[src/hw/rtl/rc5tx_pkg.sv]
// rc5tx_pkg: shared types, field widths, register indexes and frame packing
// for the rc5 infrared frame transmitter
// no dependencies
package rc5tx_pkg;

    localparam int ADDR_W     = 5;
    localparam int CMD_W      = 7;
    localparam int EXT_W      = 6;
    localparam int RPT_W      = 4;
    localparam int FRAME_W    = 20;
    localparam int POS_W      = 5;
    localparam int HALF_W     = 16;
    localparam int PAUSE_W    = 18;
    localparam int GAP_W      = 24;
    localparam int CFG_IDX_W  = 2;
    localparam int CFG_DATA_W = 24;

    // item opcodes
    localparam logic OP_TICK = 1'b0;
    localparam logic OP_SEND = 1'b1;

    // register indexes
    localparam logic [CFG_IDX_W-1:0] CFG_HALF_BIT   = 2'd0;
    localparam logic [CFG_IDX_W-1:0] CFG_EXT_PAUSE  = 2'd1;
    localparam logic [CFG_IDX_W-1:0] CFG_REPEAT_GAP = 2'd2;

    // register reset values
    localparam logic [HALF_W-1:0]  HALF_BIT_RST   = 16'd889;
    localparam logic [PAUSE_W-1:0] EXT_PAUSE_RST  = 18'd3556;
    localparam logic [GAP_W-1:0]   REPEAT_GAP_RST = 24'd100000;

    // bit positions inside the frame
    localparam logic [POS_W-1:0] TOP_STD   = 5'd13;
    localparam logic [POS_W-1:0] TOP_EXT   = 5'd19;
    localparam logic [POS_W-1:0] POS_PAUSE = 5'd12;
    localparam logic [POS_W-1:0] POS_AFTER = 5'd11;

    typedef struct packed {
        logic              op;
        logic [ADDR_W-1:0] address;
        logic [CMD_W-1:0]  command;
        logic [EXT_W-1:0]  extension;
        logic              extended_frame;
        logic [RPT_W-1:0]  repeat_count;
    } t_item;

    typedef struct packed {
        logic pin_level;
        logic busy_res;
        logic request_rejected;
        logic transmission_done;
    } t_result;

    typedef struct packed {
        logic [HALF_W-1:0]  half_bit_ticks;
        logic [PAUSE_W-1:0] ext_pause_ticks;
        logic [GAP_W-1:0]   repeat_gap_ticks;
    } t_cfg;

    // start, field (inverted command bit 6), toggle, address, command, extension
    function automatic logic [FRAME_W-1:0] build_frame(
        input logic [ADDR_W-1:0] address,
        input logic [CMD_W-1:0]  command,
        input logic [EXT_W-1:0]  extension,
        input logic              toggle,
        input logic              extended
    );
        logic field;
        field = ~command[CMD_W-1];
        if (extended) begin
            return {1'b1, field, toggle, address, command[CMD_W-2:0], extension};
        end else begin
            return {6'b0, 1'b1, field, toggle, address, command[CMD_W-2:0]};
        end
    endfunction

endpackage

[src/hw/rtl/rc5tx_cfg_regs.sv]
// rc5tx_cfg_regs: timing register file written through the config channel
// depends on rc5tx_pkg
module rc5tx_cfg_regs (
    input  logic                                i_clk,
    input  logic                                i_rst_n,
    input  logic                                i_cfg_valid,
    output logic                                o_cfg_ready,
    input  logic [rc5tx_pkg::CFG_IDX_W-1:0]     i_cfg_index,
    input  logic [rc5tx_pkg::CFG_DATA_W-1:0]    i_cfg_data,
    output rc5tx_pkg::t_cfg                     o_cfg
);
    import rc5tx_pkg::*;

    t_cfg r_cfg;

    assign o_cfg_ready = 1'b1;
    assign o_cfg       = r_cfg;

    always_ff @(posedge i_clk) begin
        if (!i_rst_n) begin
            r_cfg.half_bit_ticks   <= HALF_BIT_RST;
            r_cfg.ext_pause_ticks  <= EXT_PAUSE_RST;
            r_cfg.repeat_gap_ticks <= REPEAT_GAP_RST;
        end else if (i_cfg_valid) begin
            unique case (i_cfg_index)
                CFG_HALF_BIT:   r_cfg.half_bit_ticks   <= i_cfg_data[HALF_W-1:0];
                CFG_EXT_PAUSE:  r_cfg.ext_pause_ticks  <= i_cfg_data[PAUSE_W-1:0];
                CFG_REPEAT_GAP: r_cfg.repeat_gap_ticks <= i_cfg_data[GAP_W-1:0];
                default: begin
                    // unmapped index, write dropped
                end
            endcase
        end
    end

endmodule

[src/hw/rtl/rc5tx_engine.sv]
// rc5tx_engine: frame sequencer state and the per-item update
// depends on rc5tx_pkg
module rc5tx_engine #(
    parameter int COUNTER_WIDTH = 24
) (
    input  logic                i_clk,
    input  logic                i_rst_n,
    input  logic                i_step,
    input  rc5tx_pkg::t_item    i_item,
    input  rc5tx_pkg::t_cfg     i_cfg,
    output rc5tx_pkg::t_result  o_result
);
    import rc5tx_pkg::*;

    typedef enum logic [1:0] {
        SEG_BITS,
        SEG_PAUSE,
        SEG_GAP
    } t_seg;

    localparam logic [32:0] CNT_MAX = (33'd1 << COUNTER_WIDTH) - 33'd1;

    function automatic logic [COUNTER_WIDTH-1:0] sat_count(input logic [GAP_W-1:0] v);
        logic [32:0] w;
        w = 33'(v);
        return (w > CNT_MAX) ? CNT_MAX[COUNTER_WIDTH-1:0] : w[COUNTER_WIDTH-1:0];
    endfunction

    logic                     r_active, n_active;
    logic [FRAME_W-1:0]       r_frame, n_frame;
    logic                     r_ext, n_ext;
    logic [POS_W-1:0]         r_pos, n_pos;
    logic                     r_second, n_second;
    t_seg                     r_seg, n_seg;
    logic [COUNTER_WIDTH-1:0] r_remain, n_remain;
    logic [RPT_W-1:0]         r_repeats, n_repeats;
    logic                     r_toggle, n_toggle;

    logic [COUNTER_WIDTH-1:0] w_half;
    logic [COUNTER_WIDTH-1:0] w_remain_dec;
    logic [POS_W-1:0]         w_top;
    logic                     w_level;
    t_result                  w_res;

    // zero half bit runs as one tick
    assign w_half = (i_cfg.half_bit_ticks == '0) ? COUNTER_WIDTH'(1)
                                                 : COUNTER_WIDTH'(i_cfg.half_bit_ticks);
    assign w_remain_dec = (r_remain != '0) ? (r_remain - COUNTER_WIDTH'(1)) : r_remain;
    assign w_top        = r_ext ? TOP_EXT : TOP_STD;
    // manchester: a one is low then high
    assign w_level = r_active && (r_seg == SEG_BITS) &&
                     (r_second ? r_frame[r_pos] : ~r_frame[r_pos]);

    always_comb begin
        n_active  = r_active;
        n_frame   = r_frame;
        n_ext     = r_ext;
        n_pos     = r_pos;
        n_second  = r_second;
        n_seg     = r_seg;
        n_remain  = r_remain;
        n_repeats = r_repeats;
        n_toggle  = r_toggle;
        w_res     = '0;
        if (i_item.op == OP_SEND) begin
            if (r_active) begin
                w_res.request_rejected = 1'b1;
                w_res.busy_res         = 1'b1;
                w_res.pin_level        = w_level;
            end else begin
                n_toggle  = ~r_toggle;
                n_frame   = build_frame(i_item.address, i_item.command, i_item.extension,
                                        ~r_toggle, i_item.extended_frame);
                n_ext     = i_item.extended_frame;
                n_repeats = i_item.repeat_count;
                n_active  = 1'b1;
                n_seg     = SEG_BITS;
                n_pos     = i_item.extended_frame ? TOP_EXT : TOP_STD;
                n_second  = 1'b0;
                n_remain  = w_half;
                w_res.busy_res  = 1'b1;
                // start bit is a one, so the first half is low
                w_res.pin_level = 1'b0;
            end
        end else if (r_active) begin
            w_res.pin_level = w_level;
            w_res.busy_res  = 1'b1;
            n_remain        = w_remain_dec;
            if (w_remain_dec == '0) begin
                unique case (r_seg)
                    SEG_BITS: begin
                        if (!r_second) begin
                            n_second = 1'b1;
                            n_remain = w_half;
                        end else begin
                            n_second = 1'b0;
                            if (r_pos == '0) begin
                                if (r_repeats == '0) begin
                                    n_active = 1'b0;
                                    n_seg    = SEG_BITS;
                                    n_remain = '0;
                                    w_res.transmission_done = 1'b1;
                                end else begin
                                    n_repeats = r_repeats - RPT_W'(1);
                                    if (i_cfg.repeat_gap_ticks != '0) begin
                                        n_seg    = SEG_GAP;
                                        n_remain = sat_count(i_cfg.repeat_gap_ticks);
                                    end else begin
                                        n_seg    = SEG_BITS;
                                        n_pos    = w_top;
                                        n_remain = w_half;
                                    end
                                end
                            end else if (r_ext && (r_pos == POS_PAUSE) &&
                                         (i_cfg.ext_pause_ticks != '0)) begin
                                n_pos    = POS_AFTER;
                                n_seg    = SEG_PAUSE;
                                n_remain = sat_count(GAP_W'(i_cfg.ext_pause_ticks));
                            end else begin
                                n_pos    = r_pos - POS_W'(1);
                                n_remain = w_half;
                            end
                        end
                    end
                    SEG_PAUSE: begin
                        n_seg    = SEG_BITS;
                        n_second = 1'b0;
                        n_remain = w_half;
                    end
                    SEG_GAP: begin
                        n_seg    = SEG_BITS;
                        n_pos    = w_top;
                        n_second = 1'b0;
                        n_remain = w_half;
                    end
                    default: begin
                        n_seg = SEG_BITS;
                    end
                endcase
            end
        end
    end

    assign o_result = w_res;

    always_ff @(posedge i_clk) begin
        if (!i_rst_n) begin
            r_active  <= 1'b0;
            r_frame   <= '0;
            r_ext     <= 1'b0;
            r_pos     <= '0;
            r_second  <= 1'b0;
            r_seg     <= SEG_BITS;
            r_remain  <= '0;
            r_repeats <= '0;
            r_toggle  <= 1'b0;
        end else if (i_step) begin
            r_active  <= n_active;
            r_frame   <= n_frame;
            r_ext     <= n_ext;
            r_pos     <= n_pos;
            r_second  <= n_second;
            r_seg     <= n_seg;
            r_remain  <= n_remain;
            r_repeats <= n_repeats;
            r_toggle  <= n_toggle;
        end
    end

endmodule

[src/hw/rtl/rc5_ir_frame_transmitter.sv]
// rc5_ir_frame_transmitter: top level, input register, frame engine, result register
// depends on rc5tx_pkg, rc5tx_cfg_regs, rc5tx_engine
//
//  channel | direction | handshake              | payload
//  --------+-----------+------------------------+-----------------------------------------
//  in      | sink      | i_in_valid / o_in_stall  | op, address, command, extension,
//          |           |                        | extended_frame, repeat_count
//  out     | source    | o_out_valid / i_out_stall| pin_level, busy_res, request_rejected,
//          |           |                        | transmission_done
//  cfg     | sink      | i_cfg_valid / o_cfg_ready| register index, write data
//
// one beat per clock while i_out_stall is low; a taken beat passes through the input register
// and then the result register onto the out channel, and leaves it while i_out_stall is low
// the frame engine updates all of its state in the cycle the beat leaves the input register
// synchronous active-low reset clears both valids, the engine and the toggle, and loads
// the timing registers with their defaults
// a stalled full result register stops the engine; with the input register full it stalls in
module rc5_ir_frame_transmitter #(
    parameter int COUNTER_WIDTH = 24
) (
    input  logic                                i_clk,
    input  logic                                i_rst_n,
    // item channel
    input  logic                                i_in_valid,
    output logic                                o_in_stall,
    input  logic                                i_op,
    input  logic [rc5tx_pkg::ADDR_W-1:0]        i_address,
    input  logic [rc5tx_pkg::CMD_W-1:0]         i_command,
    input  logic [rc5tx_pkg::EXT_W-1:0]         i_extension,
    input  logic                                i_extended_frame,
    input  logic [rc5tx_pkg::RPT_W-1:0]         i_repeat_count,
    // result channel
    output logic                                o_out_valid,
    input  logic                                i_out_stall,
    output logic                                o_pin_level,
    output logic                                o_busy_res,
    output logic                                o_request_rejected,
    output logic                                o_transmission_done,
    // register write channel
    input  logic                                i_cfg_valid,
    output logic                                o_cfg_ready,
    input  logic [rc5tx_pkg::CFG_IDX_W-1:0]     i_cfg_index,
    input  logic [rc5tx_pkg::CFG_DATA_W-1:0]    i_cfg_data
);
    import rc5tx_pkg::*;

    logic    r_in_valid;
    t_item   r_item;
    logic    r_out_valid;
    t_result r_result;

    t_cfg    w_cfg;
    t_result w_result;
    logic    w_out_free;
    logic    w_step;
    logic    w_accept;

    // result register can take a new beat when empty or being drained
    assign w_out_free = !r_out_valid || !i_out_stall;
    // the held beat moves through the engine into the result register
    assign w_step     = r_in_valid && w_out_free;
    assign o_in_stall = r_in_valid && !w_out_free;
    assign w_accept   = i_in_valid && !o_in_stall;

    rc5tx_cfg_regs u_cfg_regs (
        .i_clk       (i_clk),
        .i_rst_n     (i_rst_n),
        .i_cfg_valid (i_cfg_valid),
        .o_cfg_ready (o_cfg_ready),
        .i_cfg_index (i_cfg_index),
        .i_cfg_data  (i_cfg_data),
        .o_cfg       (w_cfg)
    );

    rc5tx_engine #(
        .COUNTER_WIDTH (COUNTER_WIDTH)
    ) u_engine (
        .i_clk    (i_clk),
        .i_rst_n  (i_rst_n),
        .i_step   (w_step),
        .i_item   (r_item),
        .i_cfg    (w_cfg),
        .o_result (w_result)
    );

    // handshake state
    always_ff @(posedge i_clk) begin
        if (!i_rst_n) begin
            r_in_valid  <= 1'b0;
            r_out_valid <= 1'b0;
        end else begin
            if (!o_in_stall) begin
                r_in_valid <= i_in_valid;
            end
            if (w_out_free) begin
                r_out_valid <= w_step;
            end
        end
    end

    // payload registers, no reset needed
    always_ff @(posedge i_clk) begin
        if (w_accept) begin
            r_item.op             <= i_op;
            r_item.address        <= i_address;
            r_item.command        <= i_command;
            r_item.extension      <= i_extension;
            r_item.extended_frame <= i_extended_frame;
            r_item.repeat_count   <= i_repeat_count;
        end
        if (w_step) begin
            r_result <= w_result;
        end
    end

    assign o_out_valid         = r_out_valid;
    assign o_pin_level         = r_result.pin_level;
    assign o_busy_res          = r_result.busy_res;
    assign o_request_rejected  = r_result.request_rejected;
    assign o_transmission_done = r_result.transmission_done;

endmodule

[config.mk]
export PLATFORM = sky130hd
export DESIGN_NAME = rc5_ir_frame_transmitter
export DESIGN_NICKNAME = d
export VERILOG_FILES = /design/src/hw/rtl/rc5tx_pkg.sv /design/src/hw/rtl/rc5tx_cfg_regs.sv /design/src/hw/rtl/rc5tx_engine.sv /design/src/hw/rtl/rc5_ir_frame_transmitter.sv
export SDC_FILE = /design/constraint.sdc
export NUM_CORES = 1
export LEC_CHECK = 0
export BUFFER_PORTS_ARGS = -buffer_cell sky130_fd_sc_hd__buf_2
export CORE_ASPECT_RATIO = 0.8
export CORE_MARGIN = 5
export CORE_UTILIZATION = 32
export CTS_BUF_LIST = sky130_fd_sc_hd__clkbuf_4
export CTS_CLUSTER_DIAMETER = 60
export DETAILED_ROUTE_END_ITERATION = 10
export HOLD_SLACK_MARGIN = 0.15
export PLACE_DENSITY = 0.48
export SLEW_MARGIN = 30
export SYNTH_ARGS = -nofsm -noshare
export SYNTH_HDL_FRONTEND = slang
export SYNTH_SLANG_ARGS = --single-unit
[constraint.sdc]
create_clock -name i_clk -period 3.4 [get_ports i_clk]
set_input_delay 0.34 -clock i_clk [delete_from_list [all_inputs] [get_ports i_clk]]
set_output_delay 0.34 -clock i_clk [all_outputs]
set_load 0.005 [all_outputs]
Yosys cells after proc, flatten, opt, wreduce, memory -nomap -nowiden
Cells that the tools add are included.
{ "word_totals": {"reg_bits": 147, "word_cells": 150, "in_bits": 55, "output_inout_bits": 7} }
{ "op_classes": {"muxes": 64, "magnitude_cmp": 1, "n_reduce_logical": 39, "addsub": 3, "eq_ne": 11, "n_bitwise": 8} }
{ "op_table": {"columns": ["op", "n"], "rows": [
  ["$mux W24", 10],
  ["$mux W5", 11],
  ["$pmux W24 S2", 1],
  ["$reduce_bool A24 Y1", 2],
  ["$mux W4", 8],
  ["$mux W2", 13],
  ["$logic_not A24 Y1", 1],
  ["$sub A24 B1 Y24 const B", 1],
  ["$mux W20", 1],
  ["$reduce_bool A18 Y1", 1],
  ["$logic_not A16 Y1", 1],
  ["$mux W1", 16],
  ["$mux W16", 1],
  ["$reduce_and A8 Y1", 2],
  ["$ne A4 B4 Y1 const B", 3],
  ["$pmux W5 S2", 1],
  ["$reduce_bool A2 Y1", 5],
  ["$not A1 Y1", 8],
  ["$logic_and A1 B1 Y1", 7],
  ["$lt A5 B6 Y1 const B", 1],
  ["$reduce_and A2 Y1", 3],
  ["$reduce_and A3 Y1", 2],
  ["$reduce_and A6 Y1", 1],
  ["$reduce_bool A3 Y1", 2],
  ["other kinds (17)", 24]
]} }

Depth between registers and ports, before layout
{ "depth": {"word_depth": 10, "ltp_mapped": 13, "ltp_nobuf": 10} }

Cells and area by module
A second synthesis with hierarchy kept.
{ "hier_totals": {"hier_cells": 850, "area_unflattened_um2": 7827.5} }
{ "modules_own_cells": {"columns": ["mod", "n_inst", "seq_area_each_um2", "area_each_um2", "cells_each"], "rows": [
  ["rc5tx_engine", 1, 1161.1, 4521.8, 577],
  ["rc5tx_cfg_regs", 1, 1161.1, 2381.0, 237],
  ["rc5_ir_frame_transmitter", 1, 880.8, 924.6, 36]
]} }

Worst setup path before layout
Ideal clock, no wire load.
{ "synth_timing": {"path_kind": "register -> register", "from": "register u_engine.r_remain[0]", "to": "register u_engine.r_second", "path_stages_with_launch": 13, "required_ns": 3.314, "t_arrival_ns": 3.458, "setup_ns": 0.086, "path_slack_ns": -0.144, "path_cell_list": "dfxtp_1 inv_1 ha_1 or4b_2 clkbuf_1 nor4_1 xnor2_1 nor4bb_1 nor2_1 or4_1 buf_2 or4_1 a211oi_1"} }
{ "synth_via": {"elab_chain_cells": 5, "word_cells_on_any_way": 6, "classes_between": "add/sub: 1; mux: 1; reduce/logical: 4"} }
{ "synth_lines": {"columns": ["item", "line_no", "text"], "rows": [
  ["start, declared", "rc5tx_engine.sv:35", "logic [COUNTER_WIDTH-1:0] r_remain, n_remain;"],
  ["start signal, assigned", "rc5tx_engine.sv:164", "r_remain <= n_remain;"],
  ["$sub A24 B1 Y24 or $reduce_bool A24 Y1 (tied branches)", "rc5tx_engine.sv:48", "assign w_remain_dec = (r_remain != '0) ? (r_remain - COUNTER_WIDTH'(1)) : r_remain;"],
  ["$mux W24 *", "rc5tx_engine.sv:48", null],
  ["$logic_not A24 Y1 *", "rc5tx_engine.sv:89", "if (w_remain_dec == '0) begin"],
  ["$reduce_bool A2 Y1 (no line) *", null, null],
  ["$reduce_and A5 Y1 (no line) *", null, null],
  ["end signal, assigned", "rc5tx_engine.sv:162", "r_second <= n_second;"],
  ["end, declared", "rc5tx_engine.sv:33", "logic r_second, n_second;"]
]} }
Mark *: on every way between the ends. The rest lies on a longest branch, timed or not.
A chain may end at the register's enable or synchronous reset.

Worst setup path after layout
{ "layout_timing": {"from": "register u_engine.r_remain[5]", "to": "register u_engine.r_remain[3]"} }
{ "layout_via": {"elab_chain_cells": 6, "word_cells_on_any_way": 8, "classes_between": "add/sub: 1; mux: 5; reduce/logical: 2"} }
{ "layout_lines": {"columns": ["item", "line_no", "text"], "rows": [
  ["$sub A24 B1 Y24 or $reduce_bool A24 Y1 (tied branches)", "rc5tx_engine.sv:48", null],
  ["$mux W24 *", "rc5tx_engine.sv:48", null],
  ["$logic_not A24 Y1 or $pmux W24 S2 (tied branches)", "rc5tx_engine.sv:89, rc5tx_engine.sv:90", null],
  ["$mux W24 *", "rc5tx_engine.sv:89", null],
  ["$mux W24 *", "rc5tx_engine.sv:85", "end else if (r_active) begin"],
  ["$mux W24 *", "rc5tx_engine.sv:65", "if (i_item.op == OP_SEND) begin"]
]} }
Mark *: on every way between the ends. The rest lies on a longest branch, timed or not. The select of a mux whose other input is x is not followed.

==> results.md <==
- Number of max-cap violations: 0
- Slew @ Worst Pin: around 940 ps
- Gr ovfl total: 0
- Required @ worst endpoint: roughly 4000 ps
- Wirelength per Cell: between 15 and 20 µm
- Post-route clock period utilization: 95.5%
- Vias in the first global route: 6,959
- Die area: 26,900 µm²
- Final setup margin: 154 ps
- DRC Markers: 0
- Pwr per Cell Area: 415 nW/µm²
- Mapped Area: around 7600 µm²
- Min Tclk post-route: 3250 ps
- Ys async rst share: 0%
- Crit Path Category: reg -> reg
- Syn Inst Count: 912
- Synth area leaders: dfxtp_1, edfxtp_1, nand2_1
- Max-slew headroom: a little under two fifths
- Routed via count: 7,460
- Final hold violations: 0
- Net Sw Frac: 34.4%
- Main synth FF type: dfxtp_1
- Comb power frac: 24.2%
- NetSw: 1330 µW
- Placer Congestion: around 0.96
- Antenna violations before repair: 2
- Aggregate negative setup slack: 0 ps
- Worst-path clk slew: roughly 150 ps
- Leading area contributor after synthesis: dfxtp_1
- Worst-case clock buffer depth: 2
- Max FO, Critical Path: 25
- H-tree depth: 4
- First-pass detailed-route iteration total: 8
- Post-DR vias/cell: 5.46
- Seq cells post-synth: 146
- Layout Nets: 1,103
- Largest net degree at the start of global routing: between 40 and 50
- Distinct cells, synth: 72
- Share of the synthesized area in the top cell type: 31.1%
- Finished Cell Area: 9360 µm²
- Fin Clk Skew: 26.9 ps
- Maximum vdd drop: 0.225 mV
- Fmax: a little over 300 MHz
- Clk pwr share: between 20% and 30%
- DR iter-0 viols: 857
- Reg2Reg Setup Slack: 150 ps
- Crit start category: flip-flop
- Fin. max-slew vios: 0
- Post-synth EDFFs: 28
- Most common cell in the netlist: nand2_1
- Register area share after synthesis: 42.2%
- Post-Syn Area per Cell: 8.33 µm²
- Mapped Nets: 976
- CTS buffer count: 17
- Root buffer cell: clkbuf_4
- Synth Warn #: 0
- First-pass GRT wire length: 41,800 µm
- P_int: 2550 µW
- Sequential share of power: roughly half
- Setup WS pre-CTS: 28.5 ps
- Chip height: around 150 µm
- RSZ-0062 raised after global routing: false
- ANT nets after route: 0
- Area growth, synth to finish: 23.2%
- I/O Buffers: 60
- All-Layer GR Usage: 19.8%
- HP Class: in -> reg
- Die X: 182 µm
- Setup Viol. Count Final: 0
- Core area: 23,400 µm²
- Starting Density: 32.5%
- Total clock sinks: 146
- # IOs: 62
- Min Hold Slack: approximately 320 ps
- CTS tree: built
- Cell area after placement: around 8600 µm²
- Synth cell count leaders: nand2_1, dfxtp_1, a21oi_1
- Design Power: 3880 µW
- Clk Latency, worst-skew pair: between 500 and 600 ps
- Leakage power: around 0.0037 µW
- Worst Setup End Kind: flip-flop
- Outcome: complete, no violations
- Worst EP arrival: 3780 ps
- Dpl hpwl: around 20,000 µm
- Rows: 50
- Layout cell share with drive strength beyond 1: 18.2%
- Final wirelength: approximately 27,000 µm
## state kept, by name, indices dropped and copies added, names as in the netlist, 2 cells and up
signal and count:
u_engine.r_frame 19, u_engine.r_seg 2, u_engine.r_repeats 4, u_cfg_regs.o_cfg 58, u_engine.r_remain 24, u_engine.r_pos 5
r_item 24
## stage by stage
step                cells  util, %
global placement     1279     36.5
finish               1366     40.0
global route         1366     40.0
CTS                  1363     39.8
detailed placement   1281     36.6
floorplan             912        -
## power groups by stage
stage	registers, µW	logic [µW]	clock network [µW]
3_3_place_gp	1960	868	0
2_1_floorplan	1930	553	0
4_1_cts	1920	913	1060
6_report	1920	939	1020
3_5_place_dp	1960	865	0
5_1_grt	1940	1030	1110
## layout make-up
class	instances	area, µm²
multi-input combinational	678	4130
clock buffer	17	128
clock inverter	15	109
inverter	21	78.8
sequential	146	3200
timing repair buffer	175	1310
tap	312	390
antenna	2	5.00
fill	2441	14000
## worst max-delay path: stages, from the launching register on
cell and delay (ps):
dfxtp_1 380, or3_4 440, or4_4 550, o21a_1 210, nor3_2 190, nor2_1 90, or4_4 580, buf_12 190
nor3_1 270, buf_4 170, o211a_1 120
## logic make-up after synthesis
logic type	Yosys count	share of synthesized area (%)
AOI/OAI and AO/OA	240	21.1
xor gates and xnor gates	15	1.73
adders and majority gates	10	1.61
buffers and inverters	88	4.50
DFF	146	42.2
muxes	27	4.55
other	1	0.0494
and+or+nand+nor	385	24.3
## cells in the final DEF, fill, tap and decap left out, types with 4 or more instances in the layout
cell and n:
or4_1 8, dfxtp_1 118, and3_1 7, nor3_1 18, nor4_1 21, inv_1 20, o21ai_0 28, dlygate4sd3_1 50
o211ai_1 14, mux2i_1 21, buf_4 62, nand2b_1 6, nand2_1 161, a21oi_1 75, nand3_1 33, edfxtp_1 28
a222oi_1 6, nor2_1 67, and2_1 5, a41o_1 8, o21ai_1 4, o211a_1 6, nand4_1 7, xor2_1 6
o31ai_1 10, xnor2_1 9, clkbuf_4 17, buf_2 60, nor3_2 8, or3_1 17, a211oi_1 20, o22ai_1 9
mux4_2 6, a22oi_1 15, nand3b_1 4, a31oi_1 10, a21o_1 5, ha_1 8
## final timing paths
path | end | start | depth (start not counted)
setup / recovery | u_engine.r_remain[3] | u_engine.r_remain[5] | 10
hold / removal | u_cfg_regs.o_cfg[54] | i_cfg_index[0] | 5
setup reg to reg | u_engine.r_remain[3] | u_engine.r_remain[5] | 10
hold reg to reg | u_engine.r_frame[16] | u_engine.r_frame[16] | 2
## per-layer routing
layer | wire length, µm | share of wire [%] | up-vias | GRT usage, %
li1 | - | - | 3616 | -
met1 | 14400 | 53 | 3557 | 32.2
met2 | 10500 | 39 | 264 | 26.7
met4 | 332 | 1.2 | 0 | 4.65
met3 | 1660 | 6.2 | 23 | 3.32
met5 | 0 | 0 | - | 0
## timing repair
| action | 4_1_cts | 5_1_grt |
|---|---|---|
| endpoints found under the hold margin | 84 | 0 |
| pin swaps | 0 | 1 |
| endpoints found under the setup margin | 1 | 19 |
| resized for setup | 1 | 8 |
| buffers inserted | 0 | 1 |
| hold buffers | 50 | 0 |
No activity file was read; power rests on OpenSTA's default activity.
